**src/rtl/biquad_tdf2_multichannel_filter_assert.svh**
```systemverilog
// Assertion macros shared by the biquad RTL.
// Both expect a signal named clk in the calling scope; BQ_ASSERT also expects rst_n.
`ifndef BIQUAD_TDF2_MULTICHANNEL_FILTER_ASSERT_SVH
`define BIQUAD_TDF2_MULTICHANNEL_FILTER_ASSERT_SVH

// Check a property outside reset.
`define BQ_ASSERT(name, prop) \
  name: assert property (@(posedge clk) disable iff (!rst_n) prop) \
    else $error("biquad assertion failed");

// Check a property on every edge, reset included.
`define BQ_ASSERT_RST(name, prop) \
  name: assert property (@(posedge clk) prop) \
    else $error("biquad reset assertion failed");

`endif

```
**src/rtl/bqtdf2_pkg.sv**
```systemverilog
package bqtdf2_pkg;

  // Coefficient register width and the lane's sign-extended coefficient width
  localparam int COEF_W      = 32;
  localparam int LANE_COEF_W = COEF_W + 1;
  // Upper accumulator width of a lane; the full accumulator is SAMPLE_BITS + HI_W
  localparam int HI_W        = COEF_W + 2;
  // Extra bits of the delay state over the sample width
  localparam int STATE_EXTRA = 32;

  // Configuration register indexes
  localparam int CFG_IDX_W = 3;
  localparam logic [CFG_IDX_W-1:0] REG_B0 = 3'd0;
  localparam logic [CFG_IDX_W-1:0] REG_B1 = 3'd1;
  localparam logic [CFG_IDX_W-1:0] REG_B2 = 3'd2;
  localparam logic [CFG_IDX_W-1:0] REG_A1 = 3'd3;
  localparam logic [CFG_IDX_W-1:0] REG_A2 = 3'd4;

  // Per-cycle control of one multiply-accumulate lane
  typedef struct packed {
    logic load;  // take coefficient, multiplier and addend
    logic step;  // consume one multiplier bit
    logic neg;   // this step is the multiplier's sign bit
    logic fold;  // add the remaining upper addend bits
  } lane_ctl_t;

endpackage

```
**src/rtl/bqtdf2_mac_lane.sv**
```systemverilog
// Bit-serial multiply-accumulate: result = coef * mult + addend.
// One multiplier bit per step, LSB first; the addend enters one bit per step
// as a carry, and its upper part is folded in on a final cycle.
module bqtdf2_mac_lane #(
  parameter int SAMPLE_BITS = 24
) (
  input  logic                                              clk,
  input  bqtdf2_pkg::lane_ctl_t                             ctl,
  input  logic [bqtdf2_pkg::LANE_COEF_W-1:0]                coef,
  input  logic [SAMPLE_BITS-1:0]                            mult,
  input  logic [SAMPLE_BITS+bqtdf2_pkg::HI_W-1:0]           addend,
  output logic [SAMPLE_BITS+bqtdf2_pkg::HI_W-1:0]           result
);

  localparam int HW = bqtdf2_pkg::HI_W;
  localparam int CW = bqtdf2_pkg::LANE_COEF_W;
  localparam int W  = SAMPLE_BITS + HW;

  logic [HW-1:0]          h_r;
  logic [SAMPLE_BITS-1:0] l_r;
  logic [SAMPLE_BITS-1:0] m_r;
  logic [W-1:0]           a_r;
  logic [CW-1:0]          c_r;

  logic [HW:0]   c_ext;
  logic [HW:0]   term;
  logic [HW:0]   h_sum;
  logic [HW-1:0] h_fold;

  // Partial product for this bit; the sign bit of the multiplier weighs negative
  always_comb begin
    c_ext = {{(HW + 1 - CW){c_r[CW-1]}}, c_r};
    if (!m_r[0]) begin
      term = '0;
    end else if (ctl.neg) begin
      term = (HW + 1)'(0) - c_ext;
    end else begin
      term = c_ext;
    end
    h_sum  = {h_r[HW-1], h_r} + term + (HW + 1)'(a_r[0]);
    h_fold = h_r + a_r[HW-1:0];
  end

  // Load operands, shift one bit per step, fold the upper addend last
  always_ff @(posedge clk) begin
    if (ctl.load) begin
      h_r <= '0;
      l_r <= '0;
      m_r <= mult;
      a_r <= addend;
      c_r <= coef;
    end else if (ctl.step) begin
      h_r <= h_sum[HW:1];
      l_r <= {h_sum[0], l_r[SAMPLE_BITS-1:1]};
      m_r <= {1'b0, m_r[SAMPLE_BITS-1:1]};
      a_r <= {a_r[W-1], a_r[W-1:1]};
    end else if (ctl.fold) begin
      h_r <= h_fold;
    end
  end

  assign result = {h_r, l_r};

endmodule

```
**src/rtl/bqtdf2_delay_store.sv**
```systemverilog
// Per-channel delay pair of the transposed section, cleared at reset.
module bqtdf2_delay_store #(
  parameter int CHANNELS    = 2,
  parameter int SAMPLE_BITS = 24
) (
  input  logic                                               clk,
  input  logic                                               rst_n,
  input  logic [((CHANNELS > 1) ? $clog2(CHANNELS) : 1)-1:0] rd_idx,
  input  logic                                               wr_en,
  input  logic [((CHANNELS > 1) ? $clog2(CHANNELS) : 1)-1:0] wr_idx,
  input  logic [SAMPLE_BITS+bqtdf2_pkg::STATE_EXTRA-1:0]     wr_one,
  input  logic [SAMPLE_BITS+bqtdf2_pkg::STATE_EXTRA-1:0]     wr_two,
  output logic [SAMPLE_BITS+bqtdf2_pkg::STATE_EXTRA-1:0]     rd_one,
  output logic [SAMPLE_BITS+bqtdf2_pkg::STATE_EXTRA-1:0]     rd_two
);

  localparam int SB = SAMPLE_BITS + bqtdf2_pkg::STATE_EXTRA;

  logic [SB-1:0] one_r [CHANNELS];
  logic [SB-1:0] two_r [CHANNELS];

  // Clear every channel at reset, update the selected channel on write
  always_ff @(posedge clk) begin
    if (!rst_n) begin
      for (int i = 0; i < CHANNELS; i++) begin
        one_r[i] <= '0;
        two_r[i] <= '0;
      end
    end else if (wr_en) begin
      one_r[wr_idx] <= wr_one;
      two_r[wr_idx] <= wr_two;
    end
  end

  assign rd_one = one_r[rd_idx];
  assign rd_two = two_r[rd_idx];

endmodule

```
**src/rtl/biquad_tdf2_multichannel_filter.sv**
```systemverilog
// The bit-serial lanes compute each item in turn: the b terms on x, then the a terms
// on y, then write back, which waits while the output register is still full.
// A new item is accepted only in idle, after the previous one was written back.
// A finished item waits in the output register; the next item is taken meanwhile.
// Reset (rst_n low, synchronous) clears both delay stores of every channel and
// returns coefficients to b0 = 1.0, all others 0.
`include "biquad_tdf2_multichannel_filter_assert.svh"

module biquad_tdf2_multichannel_filter #(
  parameter int CHANNELS       = 2,
  parameter int SAMPLE_BITS    = 24,
  parameter int COEF_FRAC_BITS = 27
) (
  input  logic                                   clk,
  input  logic                                   rst_n,
  // Input stream
  input  logic                                   in_tvalid,
  output logic                                   in_tready,
  input  logic [((SAMPLE_BITS + 7) / 8) * 8-1:0] in_tdata,   // sample_in
  input  logic                                   in_tuser,   // channel_in
  // Result stream
  output logic                                   out_tvalid,
  input  logic                                   out_tready,
  output logic [((SAMPLE_BITS + 7) / 8) * 8-1:0] out_tdata,  // sample_out
  output logic                                   out_tuser,  // channel_out
  // Configuration writes
  input  logic                                   cfg_valid,
  output logic                                   cfg_ready,
  input  logic [bqtdf2_pkg::CFG_IDX_W-1:0]       cfg_index,
  input  logic [bqtdf2_pkg::COEF_W-1:0]          cfg_data
);

  localparam int DATA_W = ((SAMPLE_BITS + 7) / 8) * 8;
  localparam int HW     = bqtdf2_pkg::HI_W;
  localparam int W      = SAMPLE_BITS + HW;
  localparam int SB     = SAMPLE_BITS + bqtdf2_pkg::STATE_EXTRA;
  localparam int CW     = bqtdf2_pkg::LANE_COEF_W;
  localparam int QW     = W - COEF_FRAC_BITS + 1;
  localparam int IDX_W  = (CHANNELS > 1) ? $clog2(CHANNELS) : 1;
  localparam int CNT_W  = $clog2(SAMPLE_BITS + 1);

  localparam logic [2:0] ST_IDLE  = 3'd0;
  localparam logic [2:0] ST_MULX  = 3'd1;
  localparam logic [2:0] ST_Y     = 3'd2;
  localparam logic [2:0] ST_MULY  = 3'd3;
  localparam logic [2:0] ST_WRITE = 3'd4;

  localparam logic [CNT_W-1:0] CNT_LAST = CNT_W'(SAMPLE_BITS);
  localparam logic [CNT_W-1:0] CNT_SIGN = CNT_W'(SAMPLE_BITS - 1);

  logic [2:0]       state_r, state_nxt;
  logic [CNT_W-1:0] cnt_r, cnt_nxt;
  logic [IDX_W-1:0] ch_r;
  logic             chan_r;

  logic [bqtdf2_pkg::COEF_W-1:0] coef_b0_r, coef_b1_r, coef_b2_r, coef_a1_r, coef_a2_r;

  logic out_tvalid_r;
  logic [SAMPLE_BITS-1:0] sample_out_r;
  logic chan_out_r;

  bqtdf2_pkg::lane_ctl_t ctl0, ctl12;
  logic             st_we;
  logic             out_load;
  logic [IDX_W-1:0] rd_idx;
  logic [SB-1:0]    rd_one, rd_two;
  logic [W-1:0]     res0, res1, res2;
  logic [CW-1:0]    coef1, coef2;
  logic [SAMPLE_BITS-1:0] mult12;
  logic [W-1:0]     add1, add2;
  logic [QW-1:0]    y_q;
  logic [SAMPLE_BITS-1:0] y_nxt;
  logic [SB-1:0]    r1_sat, r2_sat;

  // Configuration registers; writes to unused indexes fall through
  assign cfg_ready = 1'b1;

  always_ff @(posedge clk) begin
    if (!rst_n) begin
      coef_b0_r <= bqtdf2_pkg::COEF_W'(64'd1 << COEF_FRAC_BITS);
      coef_b1_r <= '0;
      coef_b2_r <= '0;
      coef_a1_r <= '0;
      coef_a2_r <= '0;
    end else if (cfg_valid) begin
      case (cfg_index)
        bqtdf2_pkg::REG_B0: coef_b0_r <= cfg_data;
        bqtdf2_pkg::REG_B1: coef_b1_r <= cfg_data;
        bqtdf2_pkg::REG_B2: coef_b2_r <= cfg_data;
        bqtdf2_pkg::REG_A1: coef_a1_r <= cfg_data;
        bqtdf2_pkg::REG_A2: coef_a2_r <= cfg_data;
        default: ;
      endcase
    end
  end

  // Map the channel to its delay pair
  assign rd_idx = (CHANNELS > 1) ? IDX_W'(in_tuser) : '0;

  bqtdf2_delay_store #(
    .CHANNELS   (CHANNELS),
    .SAMPLE_BITS(SAMPLE_BITS)
  ) u_store (
    .clk   (clk),
    .rst_n (rst_n),
    .rd_idx(rd_idx),
    .wr_en (st_we),
    .wr_idx(ch_r),
    .wr_one(r1_sat),
    .wr_two(r2_sat),
    .rd_one(rd_one),
    .rd_two(rd_two)
  );

  // Round half up and saturate y from the b0 lane
  always_comb begin
    y_q = {res0[W-1], res0[W-1:COEF_FRAC_BITS]} + QW'(res0[COEF_FRAC_BITS-1]);
    if ((&y_q[QW-1:SAMPLE_BITS-1]) || !(|y_q[QW-1:SAMPLE_BITS-1])) begin
      y_nxt = y_q[SAMPLE_BITS-1:0];
    end else if (y_q[QW-1]) begin
      y_nxt = {1'b1, {(SAMPLE_BITS - 1){1'b0}}};
    end else begin
      y_nxt = {1'b0, {(SAMPLE_BITS - 1){1'b1}}};
    end
  end

  // Saturate new delay values to the state width
  always_comb begin
    if ((&res1[W-1:SB-1]) || !(|res1[W-1:SB-1])) begin
      r1_sat = res1[SB-1:0];
    end else begin
      r1_sat = {res1[W-1], {(SB - 1){~res1[W-1]}}};
    end
    if ((&res2[W-1:SB-1]) || !(|res2[W-1:SB-1])) begin
      r2_sat = res2[SB-1:0];
    end else begin
      r2_sat = {res2[W-1], {(SB - 1){~res2[W-1]}}};
    end
  end

  // Lanes 1 and 2 run the b terms on x, then accumulate the negated a terms on y
  always_comb begin
    if (state_r == ST_IDLE) begin
      coef1  = {coef_b1_r[bqtdf2_pkg::COEF_W-1], coef_b1_r};
      coef2  = {coef_b2_r[bqtdf2_pkg::COEF_W-1], coef_b2_r};
      mult12 = in_tdata[SAMPLE_BITS-1:0];
      add1   = {{(W - SB){rd_two[SB-1]}}, rd_two};
      add2   = '0;
    end else begin
      coef1  = CW'(0) - {coef_a1_r[bqtdf2_pkg::COEF_W-1], coef_a1_r};
      coef2  = CW'(0) - {coef_a2_r[bqtdf2_pkg::COEF_W-1], coef_a2_r};
      mult12 = y_nxt;
      add1   = res1;
      add2   = res2;
    end
  end

  bqtdf2_mac_lane #(.SAMPLE_BITS(SAMPLE_BITS)) u_lane0 (
    .clk   (clk),
    .ctl   (ctl0),
    .coef  ({coef_b0_r[bqtdf2_pkg::COEF_W-1], coef_b0_r}),
    .mult  (in_tdata[SAMPLE_BITS-1:0]),
    .addend({{(W - SB){rd_one[SB-1]}}, rd_one}),
    .result(res0)
  );

  bqtdf2_mac_lane #(.SAMPLE_BITS(SAMPLE_BITS)) u_lane1 (
    .clk   (clk),
    .ctl   (ctl12),
    .coef  (coef1),
    .mult  (mult12),
    .addend(add1),
    .result(res1)
  );

  bqtdf2_mac_lane #(.SAMPLE_BITS(SAMPLE_BITS)) u_lane2 (
    .clk   (clk),
    .ctl   (ctl12),
    .coef  (coef2),
    .mult  (mult12),
    .addend(add2),
    .result(res2)
  );

  // Sequencer: accept, x pass, y, y pass, write back
  always_comb begin
    state_nxt = state_r;
    cnt_nxt   = cnt_r;
    ctl0      = '0;
    ctl12     = '0;
    st_we     = 1'b0;
    out_load  = 1'b0;
    case (state_r)
      ST_IDLE: begin
        if (in_tvalid) begin
          ctl0.load  = 1'b1;
          ctl12.load = 1'b1;
          cnt_nxt    = '0;
          state_nxt  = ST_MULX;
        end
      end
      ST_MULX: begin
        if (cnt_r == CNT_LAST) begin
          ctl0.fold  = 1'b1;
          ctl12.fold = 1'b1;
          state_nxt  = ST_Y;
        end else begin
          ctl0.step  = 1'b1;
          ctl0.neg   = (cnt_r == CNT_SIGN);
          ctl12.step = 1'b1;
          ctl12.neg  = (cnt_r == CNT_SIGN);
          cnt_nxt    = cnt_r + 1'b1;
        end
      end
      ST_Y: begin
        ctl12.load = 1'b1;
        cnt_nxt    = '0;
        state_nxt  = ST_MULY;
      end
      ST_MULY: begin
        if (cnt_r == CNT_LAST) begin
          ctl12.fold = 1'b1;
          state_nxt  = ST_WRITE;
        end else begin
          ctl12.step = 1'b1;
          ctl12.neg  = (cnt_r == CNT_SIGN);
          cnt_nxt    = cnt_r + 1'b1;
        end
      end
      ST_WRITE: begin
        if (!out_tvalid_r || out_tready) begin
          st_we     = 1'b1;
          out_load  = 1'b1;
          state_nxt = ST_IDLE;
        end
      end
      default: state_nxt = ST_IDLE;
    endcase
  end

  always_ff @(posedge clk) begin
    if (!rst_n) begin
      state_r <= ST_IDLE;
      cnt_r   <= '0;
    end else begin
      state_r <= state_nxt;
      cnt_r   <= cnt_nxt;
    end
  end

  // Hold the item's channel; the b0 lane keeps y until write back
  always_ff @(posedge clk) begin
    if (state_r == ST_IDLE && in_tvalid) begin
      ch_r   <= rd_idx;
      chan_r <= in_tuser;
    end
    if (out_load) begin
      sample_out_r <= y_nxt;
      chan_out_r   <= chan_r;
    end
  end

  // Output register: set on write back, drop when taken
  always_ff @(posedge clk) begin
    if (!rst_n) begin
      out_tvalid_r <= 1'b0;
    end else if (out_load) begin
      out_tvalid_r <= 1'b1;
    end else if (out_tready) begin
      out_tvalid_r <= 1'b0;
    end
  end

  assign in_tready  = (state_r == ST_IDLE);
  assign out_tvalid = out_tvalid_r;
  assign out_tdata  = DATA_W'(sample_out_r);
  assign out_tuser  = chan_out_r;

  `BQ_ASSERT(a_busy_after_accept, (in_tvalid && in_tready) |=> !in_tready)
  `BQ_ASSERT(a_out_from_write, $rose(out_tvalid) |-> $past(state_r == ST_WRITE))
  `BQ_ASSERT(a_cnt_bound, (state_r == ST_MULX || state_r == ST_MULY) |-> (cnt_r <= CNT_LAST))
  `BQ_ASSERT_RST(a_reset_idle, !rst_n |=> (!out_tvalid && in_tready))

endmodule

```
**config.mk**
```make
export PLATFORM = sky130hd
export DESIGN_NAME = biquad_tdf2_multichannel_filter
export DESIGN_NICKNAME = d
export VERILOG_FILES = /design/src/rtl/bqtdf2_pkg.sv /design/src/rtl/bqtdf2_mac_lane.sv /design/src/rtl/bqtdf2_delay_store.sv /design/src/rtl/biquad_tdf2_multichannel_filter.sv
export VERILOG_INCLUDE_DIRS = /design/src /design/src/rtl
export SDC_FILE = /design/constraint.sdc
export NUM_CORES = 2
export LEC_CHECK = 0
export BUFFER_PORTS_ARGS = -buffer_cell sky130_fd_sc_hd__buf_2
export CAP_MARGIN = 25
export CELL_PAD_IN_SITES_DETAIL_PLACEMENT = 1
export CELL_PAD_IN_SITES_GLOBAL_PLACEMENT = 2
export CORE_MARGIN = 1
export CORE_UTILIZATION = 44
export DETAILED_ROUTE_END_ITERATION = 10
export MAX_ROUTING_LAYER = met4
export PLACE_DENSITY_LB_ADDON = 0.1
export SLEW_MARGIN = 20
export SYNTH_ARGS = -nofsm -noshare
export SYNTH_HDL_FRONTEND = slang
export SYNTH_SLANG_ARGS = --single-unit
```
**constraint.sdc**
```tcl
create_clock -name clk -period 14 [get_ports clk]
set_input_delay 0.7 -clock clk [delete_from_list [all_inputs] [get_ports clk]]
set_output_delay 0.7 -clock clk [all_outputs]
set_load 0.02 [all_outputs]
```
Yosys cells after proc, flatten, opt, wreduce, memory -nomap -nowiden
Memories as Yosys holds them, arrays and structs flattened.
Index checks and enable logic that the tools add are counted.
{ "word_totals": {"regBits": 689, "ram_bits": 224, "inputBits": 65, "out_inout_bits": 28, "memories": 2} }
{ "classes": {"n_addsub": 16, "eq_ne": 15, "n_mux": 62, "bitwise": 2, "reduce_logical": 33} }
{ "memory_table": {"columns": ["name", "words", "word_bits", "read_ports", "rd_ports_with_merged_regs", "write_ports", "line", "text"], "rows": [
  ["u_store.one_r", 2, 56, 1, 0, 2, "bqtdf2_delay_store.sv:19", "logic [SB-1:0] one_r [CHANNELS];"],
  ["u_store.two_r", 2, 56, 1, 0, 2, "bqtdf2_delay_store.sv:20", "logic [SB-1:0] two_r [CHANNELS];"]
]} }
{ "op_table": {"columns": ["op", "n"], "rows": [
  ["$mux W58", 5],
  ["$mux W56", 4],
  ["$mux W24", 9],
  ["$mux W35", 6],
  ["$mux W34", 6],
  ["$mux W57", 3],
  ["$reduce_or A56 Y1", 2],
  ["$add A35 B1 Y35", 3],
  ["$add A35 B35 Y35", 3],
  ["$add A34 B34 Y34", 3],
  ["$sub A1 B32 Y33 const A", 3],
  ["$sub A1 B33 Y34 const A", 2],
  ["$mux W33", 2],
  ["$add A31 B2 Y32", 1],
  ["$mux W3", 6],
  ["$mux W1", 15],
  ["$pmux W3 S5", 1],
  ["$pmux W5 S3", 1],
  ["$eq A3 B2 Y1 const B", 4],
  ["$eq A5 B5 Y1 const B", 2],
  ["$mux W5", 2],
  ["$ne A2 B2 Y1 const B", 5],
  ["$reduce_and A2 Y1", 5],
  ["$reduce_bool A2 Y1", 5],
  ["other kinds (17)", 30]
]} }

Depth between registers and ports, before layout
{ "logic_depth": {"depth_word": 9, "mapped_depth": 22} }

Hierarchy
From an unflattened synthesis, not the netlist that was laid out.
{ "hier_totals": {"hier_cells": 5718, "hier_area_um2": 55607.1} }
{ "by_module_without_submodules": {"columns": ["mod", "n_inst", "cells_each", "area_each_um2"], "rows": [
  ["biquad_tdf2_multichannel_filter", 1, 1821, 12329.3],
  ["bqtdf2_mac_lane (u_lane2)", 1, 1128, 11297.1],
  ["bqtdf2_mac_lane (u_lane1)", 1, 1097, 11198.2],
  ["bqtdf2_mac_lane (u_lane0)", 1, 1058, 11074.4],
  ["bqtdf2_delay_store", 1, 614, 9708.1]
]} }

Worst setup path before layout
No wires, ideal clock.
{ "synth_path": {"kind": "register to register", "start": "register state_r[1]", "end": "memory u_store.one_r[0][0] (netlist bit), enable pin", "setup_time_ns": 0.475, "t_arrival_ns": 5.179, "slack_ns": 8.347, "path_stages_with_launch": 8, "period_less_slack_ns": 5.653, "cell_sequence": "dfxtp_1 -> clkbuf_1 -> nor3b_1 -> nor2b_1 -> nand3b_1 -> clkbuf_1 -> clkbuf_1 -> nand2_1"} }
{ "synth_rtl": {"columns": ["item", "line", "text"], "rows": [
  ["start: declaration", "biquad_tdf2_multichannel_filter.sv:51", "logic [2:0] state_r, state_nxt;"],
  ["start signal: assignment", "biquad_tdf2_multichannel_filter.sv:246", "state_r <= state_nxt;"],
  ["end: declaration", "bqtdf2_delay_store.sv:19", null]
]} }

Worst setup path in the final report
{ "layout_path": {"start": "register state_r[0]", "end": "register u_lane1.h_r[27]"} }
{ "layout_between": {"elab_chain_len": 8} }
{ "layout_lines": {"columns": ["item", "line", "text"], "rows": [
  ["$eq A3 B2 Y1 or $eq A3 B1 Y1 (tied branches)", "biquad_tdf2_multichannel_filter.sv:193", "case (state_r)"],
  ["$reduce_or A2 Y1 (no line)", null, null],
  ["$mux W3", null, null],
  ["$mux W35", "bqtdf2_mac_lane.sv:35", "end else if (ctl.neg) begin"],
  ["$mux W35", "bqtdf2_mac_lane.sv:33", "if (!m_r[0]) begin"],
  ["$add A35 B35 Y35", "bqtdf2_mac_lane.sv:40", "h_sum = {h_r[HW-1], h_r} + term + (HW + 1)'(a_r[0]);"],
  ["$add A35 B1 Y35", "bqtdf2_mac_lane.sv:40", null],
  ["$mux W34", "bqtdf2_mac_lane.sv:52", "end else if (ctl.step) begin"],
  ["end signal: assignment", "bqtdf2_mac_lane.sv:53", "h_r <= h_sum[HW:1];"],
  ["end signal: assignment", "bqtdf2_mac_lane.sv:58", "h_r <= h_fold;"],
  ["end: declaration", "bqtdf2_mac_lane.sv:19", "logic [HW-1:0] h_r;"]
]} }
Parallel ways exist; a longest one is shown, timed or not.
A chain may end at the register's enable or synchronous reset.

==> results.py <==
metrics = {
    "run_status": {
        "outcome": "complete, no violations",
    },
    "worst_setup_path": {
        "cp.required_ns": 14.57,
        "crit_family": "compound AO/OA/AOI/OAI gates",
        "path_buf_inv": 2,
        "cp_slowest_cell": "dfxtp_1",
        "crit_arrival_ns": 5.92,
        "crit_type": "flop to flop",
        "path_cells": "nor2b_4 -> buf_4 -> nand4_1 -> buf_4 -> or3_1 -> a21boi_0 -> ha_1 -> nand2b_1 -> a21boi_0 -> o21ai_0 -> a21oi_1 -> o21ai_0 -> a32oi_1 -> a41oi_1 -> nor2_1 -> a311oi_1 -> xnor2_1 -> a21oi_1",
        "cp_max_fo": 41,
        "max_stage_delay_ns": 0.46,
        "critPathCaptureType": "flop",
        "crit_path_start_kind": "flop",
    },
    "synthesis": {
        "yosys_warnings": 0,
        "ys_seq_area_frac": 0.472,
        "ys_types": 88,
        "avgSynthCellArea_um2": 9.22,
        "synth_edf_count": 570,
        "synth-seq-cells": 889,
        "synthCells": 5403,
        "synthFlopType": "edfxtp_1",
        "synth_area_um2": 49800,
        "syn_nets": 5684,
        "ys_async_sr_fraction": 0,
    },
    "clocking": {
        "hold_buffers": 0,
        "postCtsSetupBuffers": 0,
        "cts.sinks": 889,
        "clk_latency_ns": 0.71,
        "cts_resized": 0,
        "root_buffer": "clkbuf_16",
        "clock_path_buffers": 3,
        "cts_max_level": 3,
        "clk_pin_slew_ns": 0.07,
        "tritoncts": "built",
        "numCtsBuffers": 101,
    },
    "drt": {
        "routed.top_layer": "met4",
        "ant_nets": 0,
        "dr.pass1.iters": 5,
        "drc": 0,
        "met3_wirelength_mm": 4.93,
        "first_iter_violations": 2180,
        "met2_wirelength_mm": 75.9,
        "avgViaCountPerCell": 5.76,
        "routedWlPerCell_um": 23.5,
        "num_vias": 39953,
        "routed_wl_mm": 163,
        "drt-met1-wl_mm": 76.2,
    },
    "timing": {
        "worstMarginPinSlew_ns": 1.02,
        "period_needed_ns": 5.35,
        "fin_skew_ns": 0.0406,
        "setup_tns_ns": 0,
        "final.setup.worst_slack_ns": 8.65,
        "grt_setup_unrepaired": "false",
        "slew_headroom": 0.321,
        "final_max_slew_viol_count": 0,
        "setup_viol": 0,
        "hold_viol": 0,
        "finalCritPeriodShare": 0.382,
        "fmax_ghz": 0.187,
    },
    "pwr": {
        "p_leak_nw": 21.3,
        "p_per_area_nw_per_um2": 147,
        "sequentialPowerShare": 0.415,
        "clock_power_share": 0.335,
        "p_comb_frac": 0.250,
        "ir_worst_vdd_v": 0.000109,
        "p_switching_mw": 2.73,
        "swShare": 0.339,
        "p_int_mw": 5.32,
    },
    "global_route": {
        "grt_max_degree": 93,
        "grt_pass1_vias": 40545,
        "grt.overflow.total": 0,
        "grt_pass1_wl_mm": 249,
        "grtUsageTotal": 0.289,
        "antenna_found_initial": 0,
    },
    "place": {
        "pre_cts_slack_ns": 8.40,
        "globalplace.congestion": 0.901,
        "dpl_cell_area_um2": 51500,
        "io_buffers": 91,
        "dp_hpwl_mm": 116,
    },
    "cells_and_area": {
        "design_area_um2": 54900,
        "final_cell_mix": "862 x nand2_1, 570 x edfxtp_1, 562 x nor2_1, 451 x a21oi_1, 434 x o21ai_0",
        "seq_area_um2": 23500,
        "drive_gt1_frac": 0.0680,
        "num-fill-cells": 12740,
        "areaGrowthSynthToFinish_pct": 10.3,
        "nNetsFinal": 5631,
        "final_common_cell": "nand2_1",
        "multi_input_area_um2": 24900,
    },
    "die": {
        "die-area_um2": 115000,
        "ioPinCount": 93,
        "die_h_um": 338,
        "die_w_um": 338,
        "coreArea_um2": 112000,
        "rows": 123,
        "initial_utilization": 0.443,
    },
    "worst_hold_path": {
        "min_path_type": "input port to flop",
    },
    "job": {
        "maxCapViolCount": 0,
    },
}
## power groups by stage
stage	sequential, mW	combinational [mW]	clock, mW
finish	3.34	2.01	2.70
global route	3.36	2.23	2.84
CTS	3.34	2.01	2.75
detailed placement	3.39	1.99	0
global placement	3.38	1.96	0
floorplan	3.23	1.48	0
## layer usage
layer  GRT usage  vias up
met1       0.384    19924
li1            -    19183
met4      0.0966        0
met3      0.0289      206
met5           -        -
met2       0.461      640
## synth_stat cells, types with 16 or more instances
master	n	area (µm²)
a22o_1	56	490
nand2_1	868	3260
a21o_1	93	698
o21bai_1	20	150
xnor2_1	177	1550
a311oi_1	17	149
clkbuf_1	281	1050
o221ai_1	16	140
and2_1	88	551
mux2i_1	123	1230
nand2b_1	43	269
and3_1	27	169
or3_1	55	344
nor4_1	21	131
a31oi_1	31	194
a211oi_1	41	308
a21oi_1	451	2260
edfxtp_1	570	17100
ha_1	208	2600
dfxtp_1	319	6390
nand4_1	25	156
nor3_1	69	345
buf_1	18	67.6
xor2_1	148	1300
a21boi_0	179	1340
nor2_1	569	2140
o21ai_0	435	2180
o31ai_1	32	240
nor2b_1	45	282
nand3_1	54	270
inv_1	85	319
o21a_1	32	240
## final timing paths
path	from	endpoint	slack, ns	depth (start not counted)
setup reg to reg	state_r[0]	u_lane1.h_r[27]	8.65	18
setup / recovery	state_r[0]	u_lane1.h_r[27]	8.65	18
hold reg to reg	coef_b0_r[8]	u_lane0.c_r[8]	0.43	0
hold / removal	in_tdata[17]	u_lane0.m_r[17]	0.28	3
## cell type report
type | count | share of cell area
repair buffers | 151 | 0.0171
flip-flops and latches | 889 | 0.428
multi-input cells | 4122 | 0.454
well taps | 1500 | 0.0342
clock inverters | 67 | 0.0123
clock buffers | 124 | 0.0489
diodes | 1 | 0.0000456
inverters | 85 | 0.00590
## state kept, by name, summed over array words and instances, names as in the netlist, 23 cells and up
signal,count
u_lane1.l_r,24
coef_b0_r,32
coef_a1_r,32
coef_b2_r,32
u_store.two_r,112
u_lane2.h_r,34
u_lane0.m_r,24
out_tdata,24
u_lane2.c_r,33
u_lane1.a_r,58
u_lane0.h_r,34
u_lane1.c_r,33
u_lane2.l_r,24
u_lane1.h_r,34
u_lane0.a_r,58
u_lane2.a_r,58
u_lane2.m_r,23
u_lane0.c_r,32
u_store.one_r,112
coef_b1_r,32
coef_a2_r,32
## worst register-to-register path, cell delays in order (launching register included)
cell	delay [ns]
dfxtp_1	0.46
nor2b_4	0.20
buf_4	0.42
nand4_1	0.25
buf_4	0.30
or3_1	0.34
a21boi_0	0.38
ha_1	0.35
nand2b_1	0.11
a21boi_0	0.11
o21ai_0	0.36
a21oi_1	0.19
o21ai_0	0.34
a32oi_1	0.25
a41oi_1	0.43
nor2_1	0.15
a311oi_1	0.34
xnor2_1	0.16
a21oi_1	0.08
## metrics by stage
stage,utilization,hold slack (ns),power [mW],cells
after floorplan,-,0.408,4.70,5403
after CTS,0.488,0.233,8.09,6935
final,0.489,0.282,8.05,6939
after detailed placement,0.459,0.417,5.38,6744
after global placement,0.459,0.413,5.35,6744
after global routing,0.489,0.256,8.43,6938
## kinds of logic (layout without fill, tap and decap cells)
logic type,after synthesis,in the layout,share of synthesized area
buf+inv,392,427,0.0302
simple gates,1940,1940,0.172
xor+xnor,325,325,0.0572
other cells,1,2,0.0000753
fa+ha+maj,216,216,0.0555
compound gates,1516,1516,0.188
mux,124,124,0.0250
flops,889,889,0.472
Note: power is estimated with default switching activity, not from simulation.
